File: src/rtl/assert_macros.svh
// ----------------------------------------------------------------------------
// assertion macros
// shared concurrent assertion helpers for the gga field extractor
// ----------------------------------------------------------------------------
`ifndef ASSERT_MACROS_SVH
`define ASSERT_MACROS_SVH

// condition holds at every clock edge outside reset
`define ASSERT_ALWAYS(name, clk, rst, cond) \
   name: assert property (@(posedge clk) disable iff (rst) (cond)) \
      else $error("invariant violated");

// when trig holds, cond holds at the next clock edge
`define ASSERT_NEXT(name, clk, rst, trig, cond) \
   name: assert property (@(posedge clk) disable iff (rst) (trig) |=> (cond)) \
      else $error("next-cycle check violated");

// when trig holds, cond holds in the same cycle
`define ASSERT_IMPLY(name, clk, rst, trig, cond) \
   name: assert property (@(posedge clk) disable iff (rst) (trig) |-> (cond)) \
      else $error("implication violated");

`endif

File: src/rtl/ngfe_pkg.sv
// ----------------------------------------------------------------------------
// ngfe_pkg
// types, constants and tables shared by the gga field extractor
// ----------------------------------------------------------------------------
package ngfe_pkg;

   localparam int ID_CHARS_DEFAULT = 6;
   localparam int ID_CHARS_MAX     = 8;
   localparam int RSP_DEPTH        = 4;

   localparam logic [9:0]  MAX_LINE_RESET    = 10'd1000;
   localparam logic [47:0] SENTENCE_ID_RESET = 48'h2447_5047_4741; // "$GPGGA"

   localparam logic [7:0] CHAR_CR    = 8'd13;
   localparam logic [7:0] CHAR_LF    = 8'd10;
   localparam logic [7:0] CHAR_COMMA = 8'd44;

   localparam logic [3:0] CNT4_MAX   = 4'd15;
   localparam logic [2:0] FIELD_NONE = 3'd7;

   // register index decoded from the address
   localparam logic REG_MAX_LINE    = 1'b0;
   localparam logic REG_SENTENCE_ID = 1'b1;

   typedef enum logic [1:0] {
      KIND_CHAR      = 2'd0,
      KIND_LINE_END  = 2'd1,
      KIND_TRUNCATED = 2'd2
   } result_kind_type;

   typedef struct packed {
      result_kind_type kind;
      logic [2:0]      field_id;
      logic [3:0]      char_index;
      logic [7:0]      char_value;
      logic            is_match;
   } rsp_item_type;

   typedef struct packed {
      logic         valid;
      rsp_item_type item;
   } push_type;

   typedef struct packed {
      logic [9:0]  max_line;
      logic [47:0] sentence_id;
   } cfg_type;

   // comma field number to output field id
   function automatic logic [2:0] field_of(input logic [3:0] field_number);
      logic [2:0] f;
      begin
         unique case (field_number)
            4'd1:    f = 3'd0;
            4'd2:    f = 3'd1;
            4'd3:    f = 3'd2;
            4'd4:    f = 3'd3;
            4'd5:    f = 3'd4;
            4'd7:    f = 3'd5;
            default: f = FIELD_NONE;
         endcase
         return f;
      end
   endfunction

   // characters kept per output field
   function automatic logic [3:0] cap_of(input logic [2:0] field_id);
      logic [3:0] c;
      begin
         unique case (field_id)
            3'd0:    c = 4'd10;
            3'd1:    c = 4'd9;
            3'd2:    c = 4'd1;
            3'd3:    c = 4'd10;
            3'd4:    c = 4'd1;
            3'd5:    c = 4'd2;
            default: c = 4'd0;
         endcase
         return c;
      end
   endfunction

endpackage

File: src/rtl/ngfe_csr.sv
// ----------------------------------------------------------------------------
// ngfe_csr
// apb register file holding line limit and sentence identifier
// ----------------------------------------------------------------------------
module ngfe_csr (
   input  logic              clock,
   input  logic              reset,
   input  logic              psel,
   input  logic              penable,
   input  logic              pwrite,
   input  logic [3:0]        paddr,
   input  logic [63:0]       pwdata,
   output logic [63:0]       prdata,
   output logic              pready,
   output ngfe_pkg::cfg_type cfg
);

   logic [9:0]  max_line_ff;
   logic [9:0]  max_line_in;
   logic [47:0] sentence_id_ff;
   logic [47:0] sentence_id_in;
   logic        wr_en;
   logic        reg_sel;

   assign pready  = 1'b1;
   assign wr_en   = psel & penable & pwrite;
   assign reg_sel = paddr[3];

   always_comb begin
      max_line_in    = max_line_ff;
      sentence_id_in = sentence_id_ff;
      if (wr_en) begin
         unique case (reg_sel)
            ngfe_pkg::REG_MAX_LINE:    max_line_in    = pwdata[9:0];
            ngfe_pkg::REG_SENTENCE_ID: sentence_id_in = pwdata[47:0];
            default:                   max_line_in    = max_line_ff;
         endcase
      end
   end

   always_ff @(posedge clock) begin
      if (reset) begin
         max_line_ff    <= ngfe_pkg::MAX_LINE_RESET;
         sentence_id_ff <= ngfe_pkg::SENTENCE_ID_RESET;
      end else begin
         max_line_ff    <= max_line_in;
         sentence_id_ff <= sentence_id_in;
      end
   end

   always_comb begin
      unique case (reg_sel)
         ngfe_pkg::REG_MAX_LINE:    prdata = {54'd0, max_line_ff};
         ngfe_pkg::REG_SENTENCE_ID: prdata = {16'd0, sentence_id_ff};
         default:                   prdata = 64'd0;
      endcase
   end

   assign cfg.max_line    = max_line_ff;
   assign cfg.sentence_id = sentence_id_ff;

endmodule

File: src/rtl/ngfe_parser.sv
// ----------------------------------------------------------------------------
// ngfe_parser
// line framing, identifier match and field capture for one byte per cycle while fire is set
// ----------------------------------------------------------------------------
`include "assert_macros.svh"

module ngfe_parser #(
   parameter int ID_CHARS = ngfe_pkg::ID_CHARS_DEFAULT
) (
   input  logic               clock,
   input  logic               reset,
   input  ngfe_pkg::cfg_type  cfg,
   input  logic               fire,
   input  logic [7:0]         rx_byte,
   output ngfe_pkg::push_type push_a,
   output ngfe_pkg::push_type push_b
);

   localparam logic [3:0] ID_LEN = 4'(ID_CHARS);

   logic [9:0] stored_count_ff;
   logic [9:0] stored_count_in;
   logic [3:0] field_number_ff;
   logic [3:0] field_number_in;
   logic [3:0] pos_in_field_ff;
   logic [3:0] pos_in_field_in;
   logic       id_match_ff;
   logic       id_match_in;
   logic       cr_pending_ff;
   logic       cr_pending_in;

   logic [7:0] id_char [ngfe_pkg::ID_CHARS_MAX];
   logic [9:0] limit;
   logic [2:0] fid;
   logic       cur_match;
   logic       next_match;
   logic       line_reset;
   logic       lf_end;

   // identifier characters, first one in the highest used byte
   for (genvar k = 0; k < ngfe_pkg::ID_CHARS_MAX; k++) begin : g_id
      if (k < ID_CHARS && (ID_CHARS - 1 - k) * 8 < 48) begin : g_used
         assign id_char[k] = cfg.sentence_id[(ID_CHARS - 1 - k) * 8 +: 8];
      end else begin : g_zero
         assign id_char[k] = 8'd0;
      end
   end

   assign limit = (cfg.max_line >= 10'd3) ? (cfg.max_line - 10'd2) : 10'd1;
   assign fid   = ngfe_pkg::field_of(field_number_ff);

   assign cur_match = (field_number_ff == 4'd0) ?
                      (id_match_ff && pos_in_field_ff == ID_LEN) : id_match_ff;

   assign lf_end = fire && cr_pending_ff && rx_byte == ngfe_pkg::CHAR_LF;

   always_comb begin
      stored_count_in = stored_count_ff;
      field_number_in = field_number_ff;
      pos_in_field_in = pos_in_field_ff;
      id_match_in     = id_match_ff;
      cr_pending_in   = cr_pending_ff;
      line_reset      = 1'b0;
      next_match      = 1'b0;
      push_a          = '0;
      push_b          = '0;
      push_a.item.is_match = 1'b1;
      push_b.item.is_match = 1'b1;

      if (fire) begin
         priority if (cr_pending_ff) begin
            cr_pending_in = 1'b0;
            if (rx_byte == ngfe_pkg::CHAR_LF) begin
               push_a.valid         = 1'b1;
               push_a.item.kind     = ngfe_pkg::KIND_LINE_END;
               push_a.item.is_match = cur_match;
               line_reset           = 1'b1;
            end
         end else if (rx_byte == ngfe_pkg::CHAR_CR) begin
            cr_pending_in = 1'b1;
         end else begin
            if (rx_byte == ngfe_pkg::CHAR_COMMA) begin
               if (field_number_ff == 4'd0 && pos_in_field_ff != ID_LEN) begin
                  id_match_in = 1'b0;
               end
               if (field_number_ff != ngfe_pkg::CNT4_MAX) begin
                  field_number_in = field_number_ff + 4'd1;
               end
               pos_in_field_in = 4'd0;
            end else begin
               if (field_number_ff == 4'd0) begin
                  if (pos_in_field_ff >= ID_LEN ||
                      rx_byte != id_char[pos_in_field_ff[2:0]]) begin
                     id_match_in = 1'b0;
                  end
               end else if (id_match_ff && fid != ngfe_pkg::FIELD_NONE &&
                            pos_in_field_ff < ngfe_pkg::cap_of(fid)) begin
                  push_a.valid           = 1'b1;
                  push_a.item.kind       = ngfe_pkg::KIND_CHAR;
                  push_a.item.field_id   = fid;
                  push_a.item.char_index = pos_in_field_ff;
                  push_a.item.char_value = rx_byte;
               end
               if (pos_in_field_ff != ngfe_pkg::CNT4_MAX) begin
                  pos_in_field_in = pos_in_field_ff + 4'd1;
               end
            end
            stored_count_in = stored_count_ff + 10'd1;
            // match as it stands after this byte, before the line restarts
            next_match = (field_number_in == 4'd0) ?
                         (id_match_in && pos_in_field_in == ID_LEN) : id_match_in;
            // line cut: report after any character result of this byte
            if (stored_count_in >= limit) begin
               if (push_a.valid) begin
                  push_b.valid         = 1'b1;
                  push_b.item.kind     = ngfe_pkg::KIND_TRUNCATED;
                  push_b.item.is_match = next_match;
               end else begin
                  push_a.valid         = 1'b1;
                  push_a.item.kind     = ngfe_pkg::KIND_TRUNCATED;
                  push_a.item.is_match = next_match;
               end
               line_reset = 1'b1;
            end
         end
      end

      if (line_reset) begin
         stored_count_in = 10'd0;
         field_number_in = 4'd0;
         pos_in_field_in = 4'd0;
         id_match_in     = 1'b1;
         cr_pending_in   = 1'b0;
      end
   end

   always_ff @(posedge clock) begin
      if (reset) begin
         stored_count_ff <= 10'd0;
         field_number_ff <= 4'd0;
         pos_in_field_ff <= 4'd0;
         id_match_ff     <= 1'b1;
         cr_pending_ff   <= 1'b0;
      end else begin
         stored_count_ff <= stored_count_in;
         field_number_ff <= field_number_in;
         pos_in_field_ff <= pos_in_field_in;
         id_match_ff     <= id_match_in;
         cr_pending_ff   <= cr_pending_in;
      end
   end

   `ASSERT_IMPLY(a_second_needs_first, clock, reset, push_b.valid, push_a.valid)
   `ASSERT_NEXT(a_line_end_restarts, clock, reset, lf_end, stored_count_ff == '0 && !cr_pending_ff)
   `ASSERT_IMPLY(a_no_result_when_idle, clock, reset, !fire, !push_a.valid)

endmodule

File: src/rtl/ngfe_rsp_queue.sv
// ----------------------------------------------------------------------------
// ngfe_rsp_queue
// small result queue taking up to two items per cycle, one out per cycle
// ----------------------------------------------------------------------------
`include "assert_macros.svh"

module ngfe_rsp_queue (
   input  logic                   clock,
   input  logic                   reset,
   input  ngfe_pkg::push_type     push_a,
   input  ngfe_pkg::push_type     push_b,
   output logic                   room,
   output logic                   out_valid,
   input  logic                   out_ready,
   output ngfe_pkg::rsp_item_type out_item
);

   localparam int PTR_W = $clog2(ngfe_pkg::RSP_DEPTH);
   localparam int CNT_W = $clog2(ngfe_pkg::RSP_DEPTH + 1);
   localparam logic [CNT_W-1:0] DEPTH_C = CNT_W'(ngfe_pkg::RSP_DEPTH);

   ngfe_pkg::rsp_item_type slot_ff [ngfe_pkg::RSP_DEPTH];
   logic [PTR_W-1:0] head_ff;
   logic [PTR_W-1:0] head_in;
   logic [PTR_W-1:0] tail_ff;
   logic [PTR_W-1:0] tail_in;
   logic [CNT_W-1:0] count_ff;
   logic [CNT_W-1:0] count_in;
   logic [CNT_W-1:0] push_n;
   logic [PTR_W-1:0] tail_p1;
   logic             pop;

   assign room      = count_ff <= (DEPTH_C - CNT_W'(2));
   assign out_valid = count_ff != '0;
   assign out_item  = slot_ff[head_ff];
   assign pop       = out_valid && out_ready;
   assign push_n    = CNT_W'(push_a.valid) + CNT_W'(push_b.valid);
   assign tail_p1   = tail_ff + PTR_W'(1);

   assign head_in  = pop ? head_ff + PTR_W'(1) : head_ff;
   assign tail_in  = tail_ff + PTR_W'(push_n);
   assign count_in = count_ff + push_n - CNT_W'(pop);

   always_ff @(posedge clock) begin
      if (reset) begin
         head_ff  <= '0;
         tail_ff  <= '0;
         count_ff <= '0;
      end else begin
         head_ff  <= head_in;
         tail_ff  <= tail_in;
         count_ff <= count_in;
      end
   end

   always_ff @(posedge clock) begin
      if (push_a.valid) begin
         slot_ff[tail_ff] <= push_a.item;
      end
      if (push_b.valid) begin
         slot_ff[tail_p1] <= push_b.item;
      end
   end

   `ASSERT_ALWAYS(a_count_bounded, clock, reset, count_ff <= DEPTH_C)
   `ASSERT_ALWAYS(a_no_overflow, clock, reset, ({1'b0, count_ff} + {1'b0, push_n}) <= {1'b0, DEPTH_C})

endmodule

File: src/rtl/nmea_gga_field_extractor_top.sv
// byte path: an accepted byte waits in the input register until the queue has
//   room, is then parsed, and its results are written into the result queue
// throughput: one byte per cycle while the result queue has room; a byte yields
//   at most two items, which leave one per cycle through a four-entry queue
// reset: synchronous, active high; line state cleared, max_line 1000, id "$GPGGA"
// ----------------------------------------------------------------------------
// nmea_gga_field_extractor_top
// frames received nmea bytes into lines and emits the gga position fields
// ----------------------------------------------------------------------------
module nmea_gga_field_extractor_top #(
   parameter int ID_CHARS = ngfe_pkg::ID_CHARS_DEFAULT
) (
   input  logic        clock,
   input  logic        reset,
   // byte input
   input  logic        req_valid,
   output logic        req_ready,
   input  logic [7:0]  req_rx_byte,
   // result output
   output logic        rsp_valid,
   input  logic        rsp_ready,
   output logic [1:0]  rsp_result_kind,
   output logic [2:0]  rsp_field_id,
   output logic [3:0]  rsp_char_index,
   output logic [7:0]  rsp_char_value,
   output logic        rsp_is_match,
   // configuration
   input  logic        psel,
   input  logic        penable,
   input  logic        pwrite,
   input  logic [3:0]  paddr,
   input  logic [63:0] pwdata,
   output logic [63:0] prdata,
   output logic        pready
);

   ngfe_pkg::cfg_type      cfg;
   ngfe_pkg::push_type     push_a;
   ngfe_pkg::push_type     push_b;
   ngfe_pkg::rsp_item_type head_item;

   // input register: one byte waiting for the parser
   logic       in_valid_ff;
   logic       in_valid_in;
   logic [7:0] in_byte_ff;
   logic       q_room;
   logic       parse_fire;
   logic       req_take;

   // the parser only runs when the queue can absorb a full two-item burst
   assign parse_fire = in_valid_ff && q_room;
   // input register frees up in the same cycle it is consumed
   assign req_ready  = !in_valid_ff || parse_fire;
   assign req_take   = req_valid && req_ready;

   assign in_valid_in = req_take ? 1'b1 : (parse_fire ? 1'b0 : in_valid_ff);

   always_ff @(posedge clock) begin
      if (reset) begin
         in_valid_ff <= 1'b0;
      end else begin
         in_valid_ff <= in_valid_in;
      end
   end

   // payload holds no reset
   always_ff @(posedge clock) begin
      if (req_take) begin
         in_byte_ff <= req_rx_byte;
      end
   end

   ngfe_csr u_csr (
      .clock   (clock),
      .reset   (reset),
      .psel    (psel),
      .penable (penable),
      .pwrite  (pwrite),
      .paddr   (paddr),
      .pwdata  (pwdata),
      .prdata  (prdata),
      .pready  (pready),
      .cfg     (cfg)
   );

   // framing, identifier check and field capture
   ngfe_parser #(
      .ID_CHARS (ID_CHARS)
   ) u_parser (
      .clock   (clock),
      .reset   (reset),
      .cfg     (cfg),
      .fire    (parse_fire),
      .rx_byte (in_byte_ff),
      .push_a  (push_a),
      .push_b  (push_b)
   );

   // result queue, absorbs rsp stalls until it lacks room for two more items
   ngfe_rsp_queue u_rsp_queue (
      .clock     (clock),
      .reset     (reset),
      .push_a    (push_a),
      .push_b    (push_b),
      .room      (q_room),
      .out_valid (rsp_valid),
      .out_ready (rsp_ready),
      .out_item  (head_item)
   );

   // unpack the head item onto the rsp ports
   assign rsp_result_kind = head_item.kind;
   assign rsp_field_id    = head_item.field_id;
   assign rsp_char_index  = head_item.char_index;
   assign rsp_char_value  = head_item.char_value;
   assign rsp_is_match    = head_item.is_match;

endmodule

File: config.mk
export PLATFORM = sky130hd
export DESIGN_NAME = nmea_gga_field_extractor_top
export DESIGN_NICKNAME = d
export VERILOG_FILES = /design/src/rtl/ngfe_pkg.sv /design/src/rtl/ngfe_csr.sv /design/src/rtl/ngfe_parser.sv /design/src/rtl/ngfe_rsp_queue.sv /design/src/rtl/nmea_gga_field_extractor_top.sv
export VERILOG_INCLUDE_DIRS = /design/src /design/src/rtl
export SDC_FILE = /design/constraint.sdc
export NUM_CORES = 1
export LEC_CHECK = 0
export ABC_AREA = 1
export BUFFER_PORTS_ARGS = -buffer_cell sky130_fd_sc_hd__buf_2
export CORE_ASPECT_RATIO = 0.5
export CORE_MARGIN = 2
export CORE_UTILIZATION = 62
export DETAILED_ROUTE_END_ITERATION = 16
export HOLD_SLACK_MARGIN = 0.02
export PLACE_DENSITY_LB_ADDON = 0.25
export SLEW_MARGIN = 20
export SYNTH_ARGS = -nofsm -noshare
export SYNTH_HDL_FRONTEND = slang
export SYNTH_HIERARCHICAL = 1
export SYNTH_SLANG_ARGS = --single-unit
File: constraint.sdc
create_clock -name clock -period 13.2 [get_ports clock]
set_input_delay 2.64 -clock clock [delete_from_list [all_inputs] [get_ports clock]]
set_output_delay 2.64 -clock clock [all_outputs]
set_load 0.1 [all_outputs]
==> metrics.md <==
| Metric | Value |
|---|---|
| Total Power | `roughly 1.7 mW` |
| First-pass GRT wire length | `about 41,000 um` |
| Least-Margin Pin Slew | `about 1.1 ns` |
| Hold WC Path Type | `reg2reg` |
| Die W | `between 150 and 200 um` |
| Hold-fix buffers, CTS | `0` |
| PortBufs | `around 130` |
| Hold path cells | `2` |
| WHS Endpoint | `u_csr/sentence_id_ff[8]$_SDFFE_PP1P_` |
| Cell Rows | `32` |
| Fin cells | `1,712` |
| Total number of vias | `about 9k` |
| Placeable Area | `roughly 0.016 mm^2` |
| First-pass DRT Iterations | `7` |
| Reg2reg start | `u_csr/max_line_ff[5]$_SDFFE_PP1P_` |
| Minimum clock period | `around 6.9 ns` |
| Status | `finished clean` |
| Worst Skew | `roughly 0.012 ns` |
| Setup TNS | `0 ns` |
| Wire per inst | `~14 um` |
| Final setup fails | `0` |
| TritonCTS buffer count | `17` |
| # H-tree levels | `4` |
| Total grt overflow | `0` |
| Post-cts gate resize count | `0` |
| CTS max path bufs | `2` |
| Max rail drop VDD | `approximately 0.00011 V` |
| Area delta synth->final | `10.91%` |
| CP Max Fanout | `81` |
| Library cells used by synthesis | `44` |
| Synth Cell Area | `around 0.01 mm^2` |
| TritonCTS Sinks | `168` |
| Syn Inst Count | `~1.4k` |
| Cell taking the most area after synthesis | `edfxtp_1` |
| CTS tree | `yes` |
| Cell Pwr Density | `roughly 150 mW/mm^2` |
| Crit-path max cell delay | `just over 0.6 ns` |
| Leak Pwr | `about 5.5 nW` |
| Layout cells sized above 1 | `0.1552` |
| Die area | `between 0.015 and 0.02 mm^2` |
| R2r setup slk | `about 8.3 ns` |
| Crit path buf inv count | `4` |
| Ant diodes | `0` |
| Sequential-to-total area share from yosys stat | `0.4153` |
| Hold Fails Final Rpt | `0` |
| Remaining antenna violation count | `0` |
| Initial antenna violation count | `0` |
| Worst-Skew Late Latency | `about 0.43 ns` |
| Post-DP HPWL | `around 17,000 um` |
| Crit path required time | `10.56 ns` |
| Final period util | `0.5195` |
| Fraction of registers with async set/reset | `0` |
| # Max-Cap Violations | `0` |
| Final WL | `24,570 um` |
| Largest net degree at the start of global routing | `82` |
| Hold Startpoint | `u_csr/sentence_id_ff[8]$_SDFFE_PP1P_` |
| Vias in the first global route | `roughly 8.5k` |
| RSZ-0062 raised after global routing | `no` |
| Number of flops mapped to enable cells by yosys | `80` |
| DRC | `0` |
| Worst Setup Start Kind | `primary input` |
| Leading post-synthesis cells by cell area | `edfxtp_1 24%, dfxtp_1 18%, nand2_1 15%` |
| Root Buffer | `clkbuf_16` |
| Post CTS Setup Buffer Count | `0` |
| Post-synth top area share | `0.2396` |
| Vias per cell | `5.364` |
| Kind of critical path | `in2out` |
| Number of fill cells | `~1.3k` |
| Crit. End Element | `primary output` |
| RR Endpoint | `u_rsp_queue/slot_ff[0][16]$_DFFE_PP_` |
| Placed Instances | `between 1.5k and 2k` |
| First-iteration detailed-routing DRC count | `between 900 and 1k` |
| Delay-heaviest family, CP | `buffers and inverters` |
| Worst-path cell chain | `buf_2 > buf_4 > inv_2 > nand2_1 > nand2_1 > buf_2` |
| Final nets | `around 1.6k` |
| I/O pin cnt | `between 150 and 200` |
| Fmax | `between 100 and 150 MHz` |
| Routability cong. | `between 0.8 and 0.9` |
| Clk pin slew, worst setup/hold paths | `around 0.07 ns` |
| Total track usage | `0.2979` |
| R2r worst-path depth | `18` |
| Initial core utilization | `0.6421` |
| Slew headroom | `0.2552` |
| Ys Warns | `6` |
| Mapped Avg Cell Area | `7.157 um^2` |
| Cell at the slowest stage of the critical path | `buf_4` |
| Signal arrival time at the worst endpoint | `4.22 ns` |
| Slew Viols, Final | `0` |
| Die Height | `~94 um` |
| Seq cells post-synth | `168` |
| Top FF cell, synth | `dfxtp_1` |
logic make-up after synthesis:
| family | synth area share |
|---|---|
| and+or+nand+nor | 0.3101 |
| adders and majority gates | 0.03319 |
| xor gates and xnor gates | 0.006988 |
| muxes | 0.003993 |
| other | 0.001123 |
| DFF | 0.4153 |
| AOI/OAI and AO/OA | 0.1019 |
| buffers and inverters | 0.1274 |
worst max path at each step:
| stage | startpoint | endpoint | slack (ns) | depth (start not counted) |
|---|---|---|---|---|
| after detailed placement | paddr[3] | prdata[1] | 6.40 | 6 |
| after floorplan | paddr[3] | prdata[26] | 6.77 | 5 |
| after CTS | paddr[3] | prdata[9] | 6.38 | 6 |
| final | paddr[3] | prdata[9] | 6.34 | 6 |
| after global placement | paddr[3] | prdata[1] | 6.40 | 6 |
| after global routing | paddr[3] | prdata[9] | 6.22 | 6 |
metal layers:
layer / share of wire / track usage / routed length (um) / vias up
met5: 0 / 0 / 0 / -
met4: 0.017 / 0.1020 / 423 / 0
met3: 0.083 / 0.04419 / 2047 / 43
met2: 0.47 / 0.4987 / 11520 / 400
met1: 0.43 / 0.3990 / 10580 / 4160
li1: - / - / - / 4581
power by group:
| part | internal (mW) | leakage [nW] | switching (mW) |
|---|---|---|---|
| logic | 0.129 | 3.69 | 0.473 |
| registers | 0.571 | 1.53 | 0.0328 |
| clock network | 0.253 | 0.282 | 0.236 |
| total | 0.953 | 5.50 | 0.742 |
layout by cell type (no fill, tap or decap), types with 7 or more instances in the layout:
cell type  count
a21oi_1       16
buf_2        131
buf_4          7
clkbuf_16     17
conb_1        33
dfxtp_1       88
edfxtp_1      80
ha_1          25
inv_1        175
inv_2         12
nand2_1      393
nand3_1      100
nor2_1       170
nor2_2        11
nor2_4        11
o211ai_1       7
o21ai_0      128
o21ai_1        7
o22ai_1       18
or2_2          9
state kept, by name (all words and copies together) (netlist names), named ones only:
name and cells:
u_csr/sentence_id_ff 48, u_parser/cr_pending_ff 1, u_rsp_queue/slot_ff 72, u_parser/pos_in_field_ff 4, u_parser/field_number_ff 4, u_rsp_queue/count_ff 3
u_csr/max_line_ff 10, u_parser/id_match_ff 1, u_rsp_queue/tail_ff 2, in_byte_ff 8, in_valid_ff 1, u_rsp_queue/head_ff 2
u_parser/stored_count_ff 10
cells in the mapped netlist, types with 5 or more instances:
cell      count
clkbuf_2      8
a21oi_1      16
nor2_1      170
nand2_2       6
ha_1         25
nand2_1     393
buf_4        36
nor2_4       11
nand3_2       5
buf_2        26
buf_6         5
xor2_1        6
inv_1       175
o21ai_1       7
edfxtp_1     80
nand3_1     100
inv_2        12
dfxtp_1      88
o21ai_0     128
nand4_1       6
or2_2         9
buf_1         6
o21a_1        5
nor2_2       11
o211ai_1      7
o22ai_1      18
clkbuf_1     11
worst reg2reg max path: cells and delay by family (launching register included):
kind                     cells  cell delay [ns]
AO/OA/AOI/OAI                2             0.51
flip-flops                   1             0.47
adder cells (fa/ha/maj)      1             0.34
AND/OR/NAND/NOR             15             3.21
cell type report:
| type | instances | area (um^2) | share of cell area |
|---|---|---|---|
| repair buffers | 138 | 708.2 | 0.06368 |
| inverters | 187 | 701.9 | 0.06312 |
| flip-flops and latches | 168 | 4164 | 0.3744 |
| clock buffers | 17 | 425.4 | 0.03825 |
| multi-input cells | 983 | 4713 | 0.4238 |
| clock inverters | 15 | 152.6 | 0.01373 |
| well taps | 204 | 255.2 | 0.02295 |
metrics by stage:
stage	util	setup slack, ns	hold WS, ns	area (um^2)
2_1_floorplan	-	6.766	0.4423	10140
3_3_place_gp	0.6752	6.401	0.4646	10540
3_5_place_dp	0.6752	6.402	0.4623	10540
4_1_cts	0.7122	6.380	0.4796	11120
5_1_grt	0.7122	6.216	0.5150	11120
6_report	0.7122	6.342	0.4825	11120
No activity file was read; power rests on OpenSTA's default activity.
